===== config.mk =====
export PLATFORM = sky130hd
export DESIGN_NAME = swd_host_transfer_engine_flat
export DESIGN_NICKNAME = d
export VERILOG_FILES = /design/src/rtl/swdh_pkg.sv /design/src/rtl/swdh_if.sv /design/src/rtl/swdh_seq.sv /design/src/rtl/swd_host_transfer_engine.sv /design/src/flat_wrapper.sv
export SDC_FILE = /design/constraint.sdc
export NUM_CORES = 1
export LEC_CHECK = 0
export BUFFER_PORTS_ARGS = -buffer_cell sky130_fd_sc_hd__buf_2
export CORE_MARGIN = 2
export CORE_UTILIZATION = 55
export CTS_BUF_LIST = sky130_fd_sc_hd__clkbuf_2
export DETAILED_ROUTE_END_ITERATION = 6
export GPL_ROUTABILITY_DRIVEN = 0
export PLACE_DENSITY_LB_ADDON = 0.15
export REMOVE_ABC_BUFFERS = 1
export SLEW_MARGIN = 20
export SYNTH_ARGS = -nofsm -noshare
export SYNTH_HDL_FRONTEND = slang
export SYNTH_HIERARCHICAL = 1
export SYNTH_SLANG_ARGS = --single-unit

===== constraint.sdc =====
create_clock -name i_clk -period 5.6 [get_ports i_clk]
set_input_delay 0.84 -clock i_clk [delete_from_list [all_inputs] [get_ports i_clk]]
set_output_delay 0.84 -clock i_clk [all_outputs]
set_load 0.03 [all_outputs]

===== src/rtl/swdh_pkg.sv =====
// SWD host transfer engine: shared types, codes and helper functions.
// No dependencies; every other file of the block uses this package.
package swdh_pkg;

    localparam int WORD_W  = 32;
    localparam int REQ_W   = 4;
    localparam int ACK_W   = 3;
    localparam int TRN_W   = 3;
    localparam int IDLE_W  = 8;
    localparam int CNT_W   = 8;
    localparam int CFG_IDX_W  = 2;
    localparam int CFG_DATA_W = 8;

    // item command codes
    localparam logic CMD_START = 1'b0;
    localparam logic CMD_TICK  = 1'b1;

    // acknowledge codes
    localparam logic [ACK_W-1:0] ACK_OK    = 3'd1;
    localparam logic [ACK_W-1:0] ACK_WAIT  = 3'd2;
    localparam logic [ACK_W-1:0] ACK_FAULT = 3'd4;

    // configuration register indexes
    localparam logic [CFG_IDX_W-1:0] CFG_TURNAROUND = 2'd0;
    localparam logic [CFG_IDX_W-1:0] CFG_IDLE_COUNT = 2'd1;
    localparam logic [CFG_IDX_W-1:0] CFG_DATA_PHASE = 2'd2;

    localparam logic [CNT_W-1:0] PKT_LEN   = 8'd8;
    localparam logic [CNT_W-1:0] ACK_LEN   = 8'd3;
    localparam logic [CNT_W-1:0] DATA_LEN  = 8'd32;
    localparam logic [CNT_W-1:0] PAR_LEN   = 8'd1;
    localparam logic [CNT_W-1:0] DUMMY_LEN = 8'd33;

    typedef enum logic [3:0] {
        PH_NONE   = 4'd0,
        PH_PKT    = 4'd1,
        PH_TRN1   = 4'd2,
        PH_ACK    = 4'd3,
        PH_RDATA  = 4'd4,
        PH_RPAR   = 4'd5,
        PH_RTRN   = 4'd6,
        PH_WTRN   = 4'd7,
        PH_WDATA  = 4'd8,
        PH_WPAR   = 4'd9,
        PH_IDLE   = 4'd10,
        PH_DREAD  = 4'd11,
        PH_TRNEND = 4'd12,
        PH_TRNDW  = 4'd13,
        PH_DWRITE = 4'd14,
        PH_PROTO  = 4'd15
    } t_phase;

    typedef struct packed {
        logic [TRN_W-1:0]  turnaround_cycles;
        logic [IDLE_W-1:0] idle_cycle_count;
        logic              data_phase_on_wait;
    } t_cfg;

    typedef struct packed {
        logic              cmd;
        logic [REQ_W-1:0]  request_bits;
        logic [WORD_W-1:0] write_word;
        logic              line_in;
    } t_in_item;

    typedef struct packed {
        logic              line_out;
        logic              line_drive;
        logic              clock_pulse;
        logic              transfer_done;
        logic [ACK_W-1:0]  ack_code;
        logic              parity_fail;
        logic [WORD_W-1:0] read_word;
    } t_out_item;

    // a programmed turnaround of zero is replaced by the smallest nonzero setting
    function automatic logic [TRN_W-1:0] ta_len(input logic [TRN_W-1:0] tc);
        return (tc == '0) ? TRN_W'(1) : tc;
    endfunction

    function automatic logic [CNT_W-1:0] phase_len(input t_phase p, input t_cfg cfg);
        logic [CNT_W-1:0] ta;
        ta = CNT_W'(ta_len(cfg.turnaround_cycles));
        case (p)
            PH_PKT:                    return PKT_LEN;
            PH_ACK:                    return ACK_LEN;
            PH_RDATA, PH_WDATA:        return DATA_LEN;
            PH_RPAR, PH_WPAR:          return PAR_LEN;
            PH_IDLE:                   return cfg.idle_cycle_count;
            PH_DREAD, PH_DWRITE:       return DUMMY_LEN;
            PH_PROTO:                  return ta + DUMMY_LEN;
            PH_TRN1, PH_RTRN, PH_WTRN,
            PH_TRNEND, PH_TRNDW:       return ta;
            default:                   return '0;
        endcase
    endfunction

endpackage


===== src/rtl/swdh_if.sv =====
// SWD host transfer engine: channel interfaces (item in, result out, config write).
// Depends on swdh_pkg for widths.
interface swdh_in_if;
    logic                       valid;
    logic                       ready;
    logic                       cmd;
    logic [swdh_pkg::REQ_W-1:0]  request_bits;
    logic [swdh_pkg::WORD_W-1:0] write_word;
    logic                       line_in;

    modport source (output valid, cmd, request_bits, write_word, line_in, input ready);
    modport sink   (input valid, cmd, request_bits, write_word, line_in, output ready);
endinterface

interface swdh_out_if;
    logic                       valid;
    logic                       ready;
    logic                       line_out;
    logic                       line_drive;
    logic                       clock_pulse;
    logic                       transfer_done;
    logic [swdh_pkg::ACK_W-1:0]  ack_code;
    logic                       parity_fail;
    logic [swdh_pkg::WORD_W-1:0] read_word;

    modport source (output valid, line_out, line_drive, clock_pulse, transfer_done,
                    ack_code, parity_fail, read_word, input ready);
    modport sink   (input valid, line_out, line_drive, clock_pulse, transfer_done,
                    ack_code, parity_fail, read_word, output ready);
endinterface

interface swdh_cfg_if;
    logic                           valid;
    logic                           ready;
    logic [swdh_pkg::CFG_IDX_W-1:0]  wr_index;
    logic [swdh_pkg::CFG_DATA_W-1:0] wr_data;

    modport source (output valid, wr_index, wr_data, input ready);
    modport sink   (input valid, wr_index, wr_data, output ready);
endinterface


===== src/rtl/swdh_seq.sv =====
// SWD host transfer engine: transfer sequencer (phase, bit counter, shift and parity).
// Depends on swdh_pkg. Updates state on each accepted item and returns its result.
module swdh_seq (
    input  logic                i_clk,
    input  logic                i_rst_n,
    input  logic                i_en,
    input  swdh_pkg::t_in_item  i_item,
    input  swdh_pkg::t_cfg      i_cfg,
    output swdh_pkg::t_out_item o_res
);
    import swdh_pkg::*;

    t_phase            r_phase, n_phase;
    logic [CNT_W-1:0]  r_count, n_count;
    logic [WORD_W-1:0] r_shift, n_shift;
    logic [REQ_W-1:0]  r_req,   n_req;
    logic [ACK_W-1:0]  r_ack,   n_ack;
    logic              r_par,   n_par;

    logic              w_start, w_tick, w_last, w_rd, w_pkt_par, w_done;
    logic [7:0]        w_pkt;
    logic [2:0]        w_pkt_idx;
    logic [1:0]        w_ack_sh;
    logic [CNT_W-1:0]  w_dec;
    logic              w_lout, w_drive;
    t_phase            w_nxt;

    assign w_start   = (i_item.cmd == CMD_START);
    assign w_tick    = (i_item.cmd == CMD_TICK) && (r_phase != PH_NONE);
    assign w_dec     = (r_count != '0) ? r_count - CNT_W'(1) : '0;
    assign w_last    = w_tick && (w_dec == '0);
    assign w_rd      = r_req[1];
    assign w_pkt_par = ^r_req;
    assign w_pkt     = {1'b1, 1'b0, w_pkt_par, r_req, 1'b1};
    // packet bit index runs 0..7 as the counter runs 8..1
    assign w_pkt_idx = 3'd0 - r_count[2:0];
    assign w_ack_sh  = 2'd3 - r_count[1:0];

    // line and datapath for this cycle
    always_comb begin
        n_shift = r_shift;
        n_req   = r_req;
        n_ack   = r_ack;
        n_par   = r_par;
        w_lout  = 1'b0;
        w_drive = 1'b1;
        if (w_start) begin
            n_req   = i_item.request_bits;
            n_shift = i_item.write_word;
            n_ack   = '0;
            n_par   = 1'b0;
        end else if (w_tick) begin
            w_drive = 1'b0;
            case (r_phase)
                PH_PKT: begin
                    w_lout  = w_pkt[w_pkt_idx];
                    w_drive = 1'b1;
                end
                PH_ACK: begin
                    n_ack = r_ack | (ACK_W'(i_item.line_in) << w_ack_sh);
                end
                PH_RDATA: begin
                    n_shift = {i_item.line_in, r_shift[WORD_W-1:1]};
                    n_par   = r_par ^ i_item.line_in;
                end
                PH_RPAR: begin
                    n_par = r_par ^ i_item.line_in;
                end
                PH_WTRN: begin
                    // write parity starts fresh at the data phase
                    if (w_last) begin
                        n_par = 1'b0;
                    end
                end
                PH_WDATA: begin
                    w_lout  = r_shift[0];
                    n_par   = r_par ^ r_shift[0];
                    n_shift = {1'b0, r_shift[WORD_W-1:1]};
                    w_drive = 1'b1;
                end
                PH_WPAR: begin
                    w_lout  = r_par;
                    w_drive = 1'b1;
                end
                PH_IDLE, PH_DWRITE: begin
                    w_drive = 1'b1;
                end
                default: begin
                end
            endcase
        end
    end

    // phase successor, using the acknowledge as updated this cycle
    always_comb begin
        case (r_phase)
            PH_PKT:  w_nxt = PH_TRN1;
            PH_TRN1: w_nxt = PH_ACK;
            PH_ACK: begin
                if (n_ack == ACK_OK) begin
                    w_nxt = w_rd ? PH_RDATA : PH_WTRN;
                end else if (n_ack == ACK_WAIT || n_ack == ACK_FAULT) begin
                    if (!i_cfg.data_phase_on_wait) begin
                        w_nxt = PH_TRNEND;
                    end else begin
                        w_nxt = w_rd ? PH_DREAD : PH_TRNDW;
                    end
                end else begin
                    w_nxt = PH_PROTO;
                end
            end
            PH_RDATA: w_nxt = PH_RPAR;
            PH_RPAR:  w_nxt = PH_RTRN;
            PH_RTRN:  w_nxt = PH_IDLE;
            PH_WTRN:  w_nxt = PH_WDATA;
            PH_WDATA: w_nxt = PH_WPAR;
            PH_WPAR:  w_nxt = PH_IDLE;
            PH_DREAD: w_nxt = PH_TRNEND;
            PH_TRNDW: w_nxt = PH_DWRITE;
            default:  w_nxt = PH_NONE;
        endcase
    end

    // next state
    always_comb begin
        n_phase = r_phase;
        n_count = r_count;
        if (w_start) begin
            n_phase = PH_PKT;
            n_count = PKT_LEN;
        end else if (w_tick) begin
            n_count = w_dec;
            if (w_last) begin
                // an empty idle phase is skipped
                if (w_nxt == PH_IDLE && i_cfg.idle_cycle_count == '0) begin
                    n_phase = PH_NONE;
                end else begin
                    n_phase = w_nxt;
                end
                n_count = phase_len(n_phase, i_cfg);
            end
        end
    end

    assign w_done = w_tick && (n_phase == PH_NONE);

    always_comb begin
        o_res.line_out      = w_lout;
        o_res.line_drive    = w_drive;
        o_res.clock_pulse   = w_tick;
        o_res.transfer_done = w_done;
        o_res.ack_code      = n_ack;
        o_res.parity_fail   = 1'b0;
        o_res.read_word     = '0;
        if (w_done && n_ack == ACK_OK && w_rd) begin
            o_res.parity_fail = n_par;
            o_res.read_word   = n_shift;
        end
    end

    always_ff @(posedge i_clk) begin
        if (!i_rst_n) begin
            r_phase <= PH_NONE;
            r_count <= '0;
            r_shift <= '0;
            r_req   <= '0;
            r_ack   <= '0;
            r_par   <= 1'b0;
        end else if (i_en) begin
            r_phase <= n_phase;
            r_count <= n_count;
            r_shift <= n_shift;
            r_req   <= n_req;
            r_ack   <= n_ack;
            r_par   <= n_par;
        end
    end

`ifndef NO_ASSERTIONS
    // outside a transfer the counter is idle
    a_none_cnt: assert property (@(posedge i_clk) disable iff (!i_rst_n)
        (r_phase == PH_NONE) |-> (r_count == '0))
        else $error("counter nonzero with no transfer");
    // every active phase has a nonzero count left
    a_act_cnt: assert property (@(posedge i_clk) disable iff (!i_rst_n)
        (r_phase != PH_NONE) |-> (r_count != '0))
        else $error("active phase with empty counter");
    // a start item always lands in the packet phase
    a_start: assert property (@(posedge i_clk) disable iff (!i_rst_n)
        (i_en && w_start) |=> (r_phase == PH_PKT && r_count == PKT_LEN && r_ack == '0))
        else $error("start did not load packet phase");
`endif
endmodule


===== src/rtl/swd_host_transfer_engine.sv =====
// SWD host transfer engine, top level: channels, configuration registers, result register.
// Depends on swdh_pkg, swdh_if and swdh_seq.
//
// One item per clock unless the output stalls: each tick item is an SWCLK cycle, and its
// result is computed in the accept cycle by the sequencer and held in a single result
// register, which is refilled in the same cycle it is taken, so the input is ready whenever
// that register is empty or being drained. There is no reset sweep. Configuration writes
// are always accepted; a changed setting applies to each phase that begins after the write.
module swd_host_transfer_engine (
    input  logic        i_clk,
    input  logic        i_rst_n,
    swdh_in_if.sink     i_in,
    swdh_out_if.source  o_out,
    swdh_cfg_if.sink    i_cfg
);
    import swdh_pkg::*;

    t_cfg       r_cfg;
    t_in_item   w_item;
    t_out_item  w_res, r_res;
    logic       r_out_valid;
    logic       w_accept;

    assign i_cfg.ready = 1'b1;

    always_ff @(posedge i_clk) begin
        if (!i_rst_n) begin
            r_cfg.turnaround_cycles  <= TRN_W'(1);
            r_cfg.idle_cycle_count   <= '0;
            r_cfg.data_phase_on_wait <= 1'b0;
        end else if (i_cfg.valid) begin
            case (i_cfg.wr_index)
                CFG_TURNAROUND: r_cfg.turnaround_cycles  <= i_cfg.wr_data[TRN_W-1:0];
                CFG_IDLE_COUNT: r_cfg.idle_cycle_count   <= i_cfg.wr_data[IDLE_W-1:0];
                CFG_DATA_PHASE: r_cfg.data_phase_on_wait <= i_cfg.wr_data[0];
                default: begin
                end
            endcase
        end
    end

    assign i_in.ready = !r_out_valid || o_out.ready;
    assign w_accept   = i_in.valid && i_in.ready;

    assign w_item.cmd          = i_in.cmd;
    assign w_item.request_bits = i_in.request_bits;
    assign w_item.write_word   = i_in.write_word;
    assign w_item.line_in      = i_in.line_in;

    swdh_seq u_seq (
        .i_clk   (i_clk),
        .i_rst_n (i_rst_n),
        .i_en    (w_accept),
        .i_item  (w_item),
        .i_cfg   (r_cfg),
        .o_res   (w_res)
    );

    always_ff @(posedge i_clk) begin
        if (!i_rst_n) begin
            r_out_valid <= 1'b0;
        end else if (i_in.ready) begin
            r_out_valid <= i_in.valid;
        end
    end

    always_ff @(posedge i_clk) begin
        if (w_accept) begin
            r_res <= w_res;
        end
    end

    assign o_out.valid         = r_out_valid;
    assign o_out.line_out      = r_res.line_out;
    assign o_out.line_drive    = r_res.line_drive;
    assign o_out.clock_pulse   = r_res.clock_pulse;
    assign o_out.transfer_done = r_res.transfer_done;
    assign o_out.ack_code      = r_res.ack_code;
    assign o_out.parity_fail   = r_res.parity_fail;
    assign o_out.read_word     = r_res.read_word;

`ifndef NO_ASSERTIONS
    // an accepted item always leaves a result behind
    a_result: assert property (@(posedge i_clk) disable iff (!i_rst_n)
        w_accept |=> r_out_valid)
        else $error("accepted transaction produced no result");
    // a released line never carries a high level
    a_release: assert property (@(posedge i_clk) disable iff (!i_rst_n)
        (r_out_valid && !r_res.line_drive) |-> !r_res.line_out)
        else $error("line high while released");
    // done only on a clocked cycle
    a_done_clk: assert property (@(posedge i_clk) disable iff (!i_rst_n)
        (r_out_valid && r_res.transfer_done) |-> r_res.clock_pulse)
        else $error("done without a clock cycle");
    // read data only shows at the end of an OK transfer
    a_rword: assert property (@(posedge i_clk) disable iff (!i_rst_n)
        (r_out_valid && (r_res.read_word != '0 || r_res.parity_fail))
        |-> (r_res.transfer_done && r_res.ack_code == ACK_OK))
        else $error("read data outside an OK done");
`endif
endmodule

===== src/flat_wrapper.sv =====
// flat-port wrapper written by rule: the top's interface ports become plain ports
module swd_host_transfer_engine_flat import swdh_pkg::*;
  (i_clk, i_rst_n, i_in_valid, i_in_cmd, i_in_request_bits, i_in_write_word, i_in_line_in, i_in_ready, o_out_valid, o_out_line_out, o_out_line_drive, o_out_clock_pulse, o_out_transfer_done, o_out_ack_code, o_out_parity_fail, o_out_read_word, o_out_ready, i_cfg_valid, i_cfg_wr_index, i_cfg_wr_data, i_cfg_ready);
  swdh_in_if i_in_i ();
  swdh_out_if o_out_i ();
  swdh_cfg_if i_cfg_i ();
  input  logic i_clk;
  input  logic i_rst_n;
  input wire logic [$bits(i_in_i.valid)-1:0] i_in_valid;
  input wire logic [$bits(i_in_i.cmd)-1:0] i_in_cmd;
  input wire logic [$bits(i_in_i.request_bits)-1:0] i_in_request_bits;
  input wire logic [$bits(i_in_i.write_word)-1:0] i_in_write_word;
  input wire logic [$bits(i_in_i.line_in)-1:0] i_in_line_in;
  output wire logic [$bits(i_in_i.ready)-1:0] i_in_ready;
  output wire logic [$bits(o_out_i.valid)-1:0] o_out_valid;
  output wire logic [$bits(o_out_i.line_out)-1:0] o_out_line_out;
  output wire logic [$bits(o_out_i.line_drive)-1:0] o_out_line_drive;
  output wire logic [$bits(o_out_i.clock_pulse)-1:0] o_out_clock_pulse;
  output wire logic [$bits(o_out_i.transfer_done)-1:0] o_out_transfer_done;
  output wire logic [$bits(o_out_i.ack_code)-1:0] o_out_ack_code;
  output wire logic [$bits(o_out_i.parity_fail)-1:0] o_out_parity_fail;
  output wire logic [$bits(o_out_i.read_word)-1:0] o_out_read_word;
  input wire logic [$bits(o_out_i.ready)-1:0] o_out_ready;
  input wire logic [$bits(i_cfg_i.valid)-1:0] i_cfg_valid;
  input wire logic [$bits(i_cfg_i.wr_index)-1:0] i_cfg_wr_index;
  input wire logic [$bits(i_cfg_i.wr_data)-1:0] i_cfg_wr_data;
  output wire logic [$bits(i_cfg_i.ready)-1:0] i_cfg_ready;
  assign i_in_i.valid = i_in_valid;
  assign i_in_i.cmd = i_in_cmd;
  assign i_in_i.request_bits = i_in_request_bits;
  assign i_in_i.write_word = i_in_write_word;
  assign i_in_i.line_in = i_in_line_in;
  assign i_in_ready = i_in_i.ready;
  assign o_out_valid = o_out_i.valid;
  assign o_out_line_out = o_out_i.line_out;
  assign o_out_line_drive = o_out_i.line_drive;
  assign o_out_clock_pulse = o_out_i.clock_pulse;
  assign o_out_transfer_done = o_out_i.transfer_done;
  assign o_out_ack_code = o_out_i.ack_code;
  assign o_out_parity_fail = o_out_i.parity_fail;
  assign o_out_read_word = o_out_i.read_word;
  assign o_out_i.ready = o_out_ready;
  assign i_cfg_i.valid = i_cfg_valid;
  assign i_cfg_i.wr_index = i_cfg_wr_index;
  assign i_cfg_i.wr_data = i_cfg_wr_data;
  assign i_cfg_ready = i_cfg_i.ready;
  swd_host_transfer_engine u_core (.i_clk(i_clk), .i_rst_n(i_rst_n), .i_in(i_in_i), .o_out(o_out_i), .i_cfg(i_cfg_i));
endmodule

==> Word level (Yosys, flattened, before mapping) <==
Index checks and enable logic that the tools add are counted.
{ "op_classes": {"addsub": 4, "n_lt_le_gt_ge": 1, "eq_ne": 35, "n_shift": 1, "n_mux": 33, "n_bitwise": 4, "n_reduce_logical": 31} }
{ "ops": {"columns": ["op", "count"], "rows": [
  ["$mux 32", 2],
  ["$pmux 32 s2", 1],
  ["$pmux 8 s8", 1],
  ["$eq 4x4->1 const B", 15],
  ["$pmux 4 s10", 1],
  ["$mux 4", 9],
  ["$eq 4x3->1 const B", 8],
  ["$mux 8", 4],
  ["$mux 3", 6],
  ["$eq 4x2->1 const B", 4],
  ["$logic_not 8->1", 2],
  ["$reduce_and 2->1", 6],
  ["$reduce_or 2->1", 5],
  ["$reduce_or 5->1", 2],
  ["$eq 4x1->1 const B", 2],
  ["$reduce_bool 8->1", 1],
  ["$sub 8x1->8 const B", 1],
  ["$add 3x6->7 const B", 1],
  ["$logic_and 1x1->1", 7],
  ["$pmux 1 s3", 2],
  ["$mux 1", 5],
  ["$logic_not 4->1", 1],
  ["$lt 3x4->1 const B", 1],
  ["$reduce_bool 4->1", 1],
  ["other kinds (19)", 21]
]} }
{ "totals": {"ff_bits": 105, "in_bits": 53, "wordCells": 126} }

==> Logic depth before layout (Yosys ltp) <==
{ "depth": {"depth_word": 24, "mapped_depth": 14, "depth_no_buf": 10} }

==> Hierarchy <==
Netlist, hierarchy kept.
{ "modules_own_cells": {"columns": ["mod", "instances", "cells_each", "area_each_um2", "seq_area_each_um2"], "rows": [
  ["swdh_seq", 1, 493, 3728.6, 1041.0],
  ["swd_host_transfer_engine", 1, 98, 1745.4, 1461.4]
]} }

==> Worst setup path before layout <==
No wires, ideal clock.
{ "synth_path": {"kind": "input-to-reg", "startpoint": "input port o_out_ready", "endpoint": "register u_core.u_seq.r_count[0]", "setup_time_ns": 0.126, "arrival_ns": 3.674, "path_slack_ns": 1.800, "stages": 8, "path_buffers": 0, "cell_sequence": "nand2b_1 and2_1 o21ai_0 nand2_1 nor2_1 a2111o_1 a311o_1 a2bb2oi_1"} }
{ "synth_via": {"elab_chain_len": 3} }
{ "synth_rtl": {"columns": ["item", "line_no", "source"], "rows": [
  ["from (decl)", "flat_wrapper.sv:23", "input wire logic [$bits(o_out_i.ready)-1:0] o_out_ready;"],
  ["$logic_or 1x1->1", "swd_host_transfer_engine.sv:42", "assign i_in.ready = !r_out_valid || o_out.ready;"],
  ["$logic_and 1x1->1", "swd_host_transfer_engine.sv:43", "assign w_accept = i_in.valid && i_in.ready;"],
  ["via u_core.w_accept", "swd_host_transfer_engine.sv:22", "logic w_accept;"],
  ["$reduce_and 2->1 (no source line)", null, null],
  ["to (signal assigned)", "swdh_seq.sv:171", "r_count <= n_count;"],
  ["to (decl)", "swdh_seq.sv:14", "logic [CNT_W-1:0] r_count, n_count;"]
]} }
The timed path passes the listed nets, and every way through them passes these cells.
A chain may end at the register's enable or synchronous reset.

==> Worst setup path after layout <==
{ "layout_path": {"startpoint": "register u_core.u_seq.r_phase[1]", "endpoint": "register u_core.r_res, in the netlist u_core/o_out.read_word[2], data pin"} }
{ "layout_via": {"elab_chain_len": 22, "elab_cells_between_ends": 41, "cone_classes": "eq/ne: 15; mux: 16; reduce/logical: 10"} }
{ "layout_rtl": {"columns": ["item", "line_no", "source"], "rows": [
  ["from (decl)", "swdh_seq.sv:13", "t_phase r_phase, n_phase;"],
  ["from (signal assigned)", "swdh_seq.sv:170", "r_phase <= n_phase;"],
  ["$eq 4x2->1 or $reduce_bool 4->1 (tied branches)", "swdh_seq.sv:54, swdh_seq.sv:96, swdh_seq.sv:29", null],
  ["$mux 3 or $logic_and 1x1->1 (tied branches)", "swdh_seq.sv:54, swdh_seq.sv:29", null],
  ["$mux 3", "swdh_seq.sv:52", "end else if (w_tick) begin"],
  ["$mux 3", "swdh_seq.sv:47", "if (w_start) begin"],
  ["$eq 3x2->1 or $eq 3x3->1 (tied branches)", "swdh_seq.sv:102", "end else if (n_ack == ACK_WAIT || n_ack == ACK_FAULT) begin"],
  ["$logic_or 1x1->1", "swdh_seq.sv:102", null],
  ["$mux 4", "swdh_seq.sv:102", null],
  ["$mux 4", "swdh_seq.sv:100", "if (n_ack == ACK_OK) begin"],
  ["[5 not listed]", null, null],
  ["$mux 4", "swdh_seq.sv:131", "end else if (w_tick) begin"],
  ["$mux 4", "swdh_seq.sv:128", "if (w_start) begin"],
  ["$mux 4", "swdh_seq.sv:133", "if (w_last) begin"],
  ["$mux 4", "swdh_seq.sv:131", null],
  ["$mux 4", "swdh_seq.sv:128", null],
  ["$logic_not 4->1", "swdh_seq.sv:145", "assign w_done = w_tick && (n_phase == PH_NONE);"],
  ["$logic_and 1x1->1", "swdh_seq.sv:145", null],
  ["$logic_and 1x1->1 (2 in a row)", "swdh_seq.sv:155", "if (w_done && n_ack == ACK_OK && w_rd) begin"],
  ["to (signal assigned)", "swd_host_transfer_engine.sv:69", "r_res <= w_res;"],
  ["to (decl)", "swd_host_transfer_engine.sv:20", "t_out_item w_res, r_res;"]
]} }
Several ways; a longest one is shown, not always the timed one. The select of a mux whose other input is x is not followed.

==> results <==
- During placement, the flow inserted port buffers numbering 94.
- The flow ran to the end, and the final reports show no timing, DRC or antenna violations.
- After the last flow step, the layout net total stands at 707.
- For this design, the slowest cell found on the critical path is sky130_fd_sc_hd__dfxtp_1.
- In this run the core area contains 36 standard-cell rows.
- Global routing finished with a remaining overflow of 0.
- The worst setup path is captured at a register.
- The fraction of layout cells with a size suffix above 1 is 24.5%.
- The first global-routing pass estimated 22100 um of wire.
- Summing all flip-flop and latch instances after layout gives 0.00250 mm^2.
- The TritonCTS clock tree is yes.
- The worst register-to-register path ends at u_core/o_out.read_word[2].
- The later pin in the worst-skew pair is clocked with a latency of 0.60 ns.
- The power per cell area is 227 mW/mm^2.
- Summing all multi-input logic gate instances after layout gives 0.00268 mm^2.
- The mean routed wirelength per cell is 16.9 um.
- Gates resized during post-CTS repair numbered 0.
- Setup violations remaining at the end of the flow were counted as 0.
- The flip-flop cell with the highest count after synthesis is sky130_fd_sc_hd__dfxtp_1.
- The number of hold violations in the final report is 0.
- The maximum VDD drop is 0.0970 mV.
- During I/O placement, the number of pins put on the boundary was 96.
- Compared with the post-synthesis result, the final layout area differs by 9.26%.
- The clock net in this run drives a total of 105 sinks.
- By startpoint and endpoint, the worst setup path is classified as reg2reg.
- The worst hold endpoint is u_core/r_cfg[7].
- In this run the worst hold path is classified as in2reg.
- The post-detailed-route count of antenna-violating nets is 0.
- For this configuration, the core starts out at a cell density of 56.3%.
- The cell area reported after detailed placement is 0.00590 mm^2.
- The via count of the first global-routing pass is 4534.
- Setup repair after global routing left no endpoint under its margin.
- Once detailed placement completed, the half-perimeter wirelength came to 8920 um.
- For this run, the slowest stage of the critical path takes 0.70 ns.
- The synthesis-stage register bit count is 105.
- In this run the worst setup path begins at u_core/u_seq/r_phase[1].
- The repair_antennas step left the layout with diodes totalling 0.
- After clock tree synthesis, the clock-pin slew on the worst setup and hold paths is 0.26 ns.
- Counting instances, the worst hold path has a depth of 3.
- The design area is 0.00598 mm^2.
- The die height is 104 um.
- Ranked by instance count, the synthesized netlist is headed by 101 x sky130_fd_sc_hd__nor2_1, 65 x sky130_fd_sc_hd__dfxtp_1, 56 x sky130_fd_sc_hd__nand2_1.
- For this design, the CTS-stage hold fixing added 0 buffers.
- The total of max-cap violations is 0.
- The post-CTS setup repair buffer count is 0.
- After technology mapping, the gate count stands at 591.
- The proportion of synthesized chip area in sequential cells is 45.7%.
- The type of element launching the critical path is a register.
- The number of DRC markers after the initial detailed-route iteration is 321.
- STA puts the critical path data arrival time at 4.48 ns.
- The mapped netlist covers 0.00547 mm^2.
- Counting distinct cell types in the post-synthesis netlist gives 69.
- Adding up every negative setup slack in the final design gives 0 ns.
- In this run, CTS created clock tree buffers numbering 9.
- The region available for standard cell placement spans 0.00973 mm^2.
- In this run the static leakage power is 2.39 nW.
- The worst flop-to-flop path startpoint is u_core/u_seq/r_phase[1].
- The reg2reg setup slack is 1.55 ns.
- The synthesized design contains 40 enable-type register cells.
- The total vias in the final route is 4770.
- At the pin with the least slew margin, the transition time is 0.994 ns.
- The signal on the critical path passes through nand4bb_1, or3_1, a211oi_2, a311o_1, and2_1, a21oi_2, nand4b_4, nor3_1.
- The first-pass detailed-route iteration total is 7.
- The achievable frequency is 247 MHz.
- The cell sitting at the root of the clock tree is a sky130_fd_sc_hd__clkbuf_2.
- The number of antenna violations at the first check in global routing came to 0.
- Entering global routing, the biggest net connects 85 pins.
- In the post-synthesis netlist, the biggest area contributors are sky130_fd_sc_hd__dfxtp_1 24%, sky130_fd_sc_hd__edfxtp_1 22%, sky130_fd_sc_hd__nor2_1 6.9%, sky130_fd_sc_hd__nor3_2 5.5%, sky130_fd_sc_hd__a211oi_1 4.7%.
- The count of filler cells inserted in the layout is 896.
- The fraction of registers with async set or reset after synthesis is 0%.
- The die extent in x is 104 um.
- The count of pins over their slew limit is 0.
- The filler-free cell count of the finished design is 791.
- The maximum number of buffers from clock root to sink is 2.
- The die covers 0.0108 mm^2.
- In the routed layout, each cell is associated on average with a via count of 6.03.
- The worst pin sits at a relative slew slack of 33.8%.
- After detailed routing, the total wire length is 13300 um.
- In the finished design, the share of the clock period the worst path needs comes to 72.4%.
- STA puts the critical path data required time at 6.02 ns.
- The global routing usage summed across all routing layers is 24.9%.
- The most used standard cell by instance count after synthesis is sky130_fd_sc_hd__nor2_1.
- The biggest fanout along the worst timing path is 33.
- The DRC violation count after routing is 0.
- The total power of the final layout is 1.36 mW.
- Including well taps, the total number of placed cells is 775.
- The worst path in the final design needs a cycle of 4.05 ns, including I/O delays and setup.
- The mean cell area of the mapped netlist is 9.26 um^2.
- In this run the biggest area consumer among cell types represents 23.8% of the synthesized area.
- The H-tree generated during clock tree synthesis spans 3 levels.
- The number of cell instances on the worst register-to-register path is 8.
- The startpoint identified for the worst hold timing path is i_cfg_wr_data[6].
- The maximum clock skew at final layout is 0.0331 ns.
- The top cell type by total area after synthesis is sky130_fd_sc_hd__dfxtp_1.
- The warning count from the yosys run is 6.
power breakdown:
group / total, mW / switching, mW / leakage, nW / internal, mW
clock: 0.301 / 0.240 / 0.0594 / 0.0609
combinational: 0.204 / 0.135 / 1.39 / 0.0689
sequential: 0.852 / 0.0234 / 0.934 / 0.828
total: 1.36 / 0.398 / 2.39 / 0.958
how the worst max path moves through the flow:
stage                           endpoint  slack (ns)  depth (start not counted)
2_1_floorplan    u_core/u_seq/r_count[0]        1.09                          8
3_3_place_gp   u_core/o_out.read_word[2]        1.80                         11
4_1_cts        u_core/o_out.read_word[6]        1.59                          8
3_5_place_dp   u_core/o_out.read_word[2]        1.61                         11
6_report       u_core/o_out.read_word[2]        1.55                          8
5_1_grt        u_core/o_out.read_word[1]        1.30                          8
cells by family (layout without fill, tap and decap cells):
kind of cell	Yosys count	after routing	share of synthesized area, %
flip-flops	105	105	45.7
adder cells (fa/ha/maj)	1	1	0.229
other	1	1	0.0685
multiplexers	20	20	3.66
XOR/XNOR	6	6	0.960
AO/OA/AOI/OAI	155	155	20.9
buffers and inverters	61	128	5.42
AND/OR/NAND/NOR	242	242	23.1
worst max-delay path, delay by kind of cell (launching register included):
kind	cells	cell delay, ns
compound gates	3	0.77
flops	1	0.70
simple gates	5	2.42
routing by layer:
layer | global-route usage, % | routed length [um] | share of wire [%] | vias up
li1 | - | - | - | 2299
met1 | 32.1 | 5660 | 42 | 2273
met5 | 0 | 0 | 0 | -
met3 | 3.40 | 749 | 5.6 | 16
met2 | 42.8 | 6750 | 51 | 182
met4 | 9.17 | 189 | 1.4 | 0
state kept, by name, indices dropped and copies added (netlist names):
| register | cells |
|---|---|
| u_core/o_out.read_word | 32 |
| u_core/u_seq/r_shift | 32 |
| u_core/r_cfg | 12 |
| u_core/u_seq/r_count | 8 |
| u_core/u_seq/r_phase | 4 |
| u_core/u_seq/r_req | 4 |
| u_core/o_out.ack_code | 3 |
| u_core/u_seq/r_ack | 3 |
| u_core/o_out.clock_pulse | 1 |
| u_core/o_out.line_drive | 1 |
| u_core/o_out.line_out | 1 |
| u_core/o_out.parity_fail | 1 |
| u_core/o_out.transfer_done | 1 |
| u_core/o_out.valid | 1 |
| u_core/u_seq/r_par | 1 |
cell usage in the layout, fill, tap and decap left out, drive strengths merged, types with 6 or more instances in the layout:
cell type	instances
nor2	102
buf	98
dfxtp	65
nand2	56
edfxtp	40
a211oi	36
nor3	36
o22ai	33
mux2i	20
o21ai	17
a21oi	14
inv	14
clkbuf	12
a31oi	8
nand2b	7
nand3	6
nor4	6
a22oi	6
and2	6
per-stage QoR:
stage / worst slack (ns) / hold slack [ns] / util, %
after floorplan: 1.09 / 0.440 / -
after global placement: 1.80 / 0.459 / 60.6
after detailed placement: 1.61 / 0.470 / 60.6
after CTS: 1.59 / 0.426 / 61.5
after global routing: 1.30 / 0.437 / 61.5
final: 1.55 / 0.468 / 61.5
layout make-up:
class,count,share of cell area (%)
Multi-Input combinational cell,425,44.8
Sequential cell,105,41.8
Inverter,14,0.879
Tap cell,133,2.78
Timing Repair Buffer,98,8.37
Clock buffer,12,1.00
Clock inverter,4,0.356
Power figures use the tool's default switching activity.
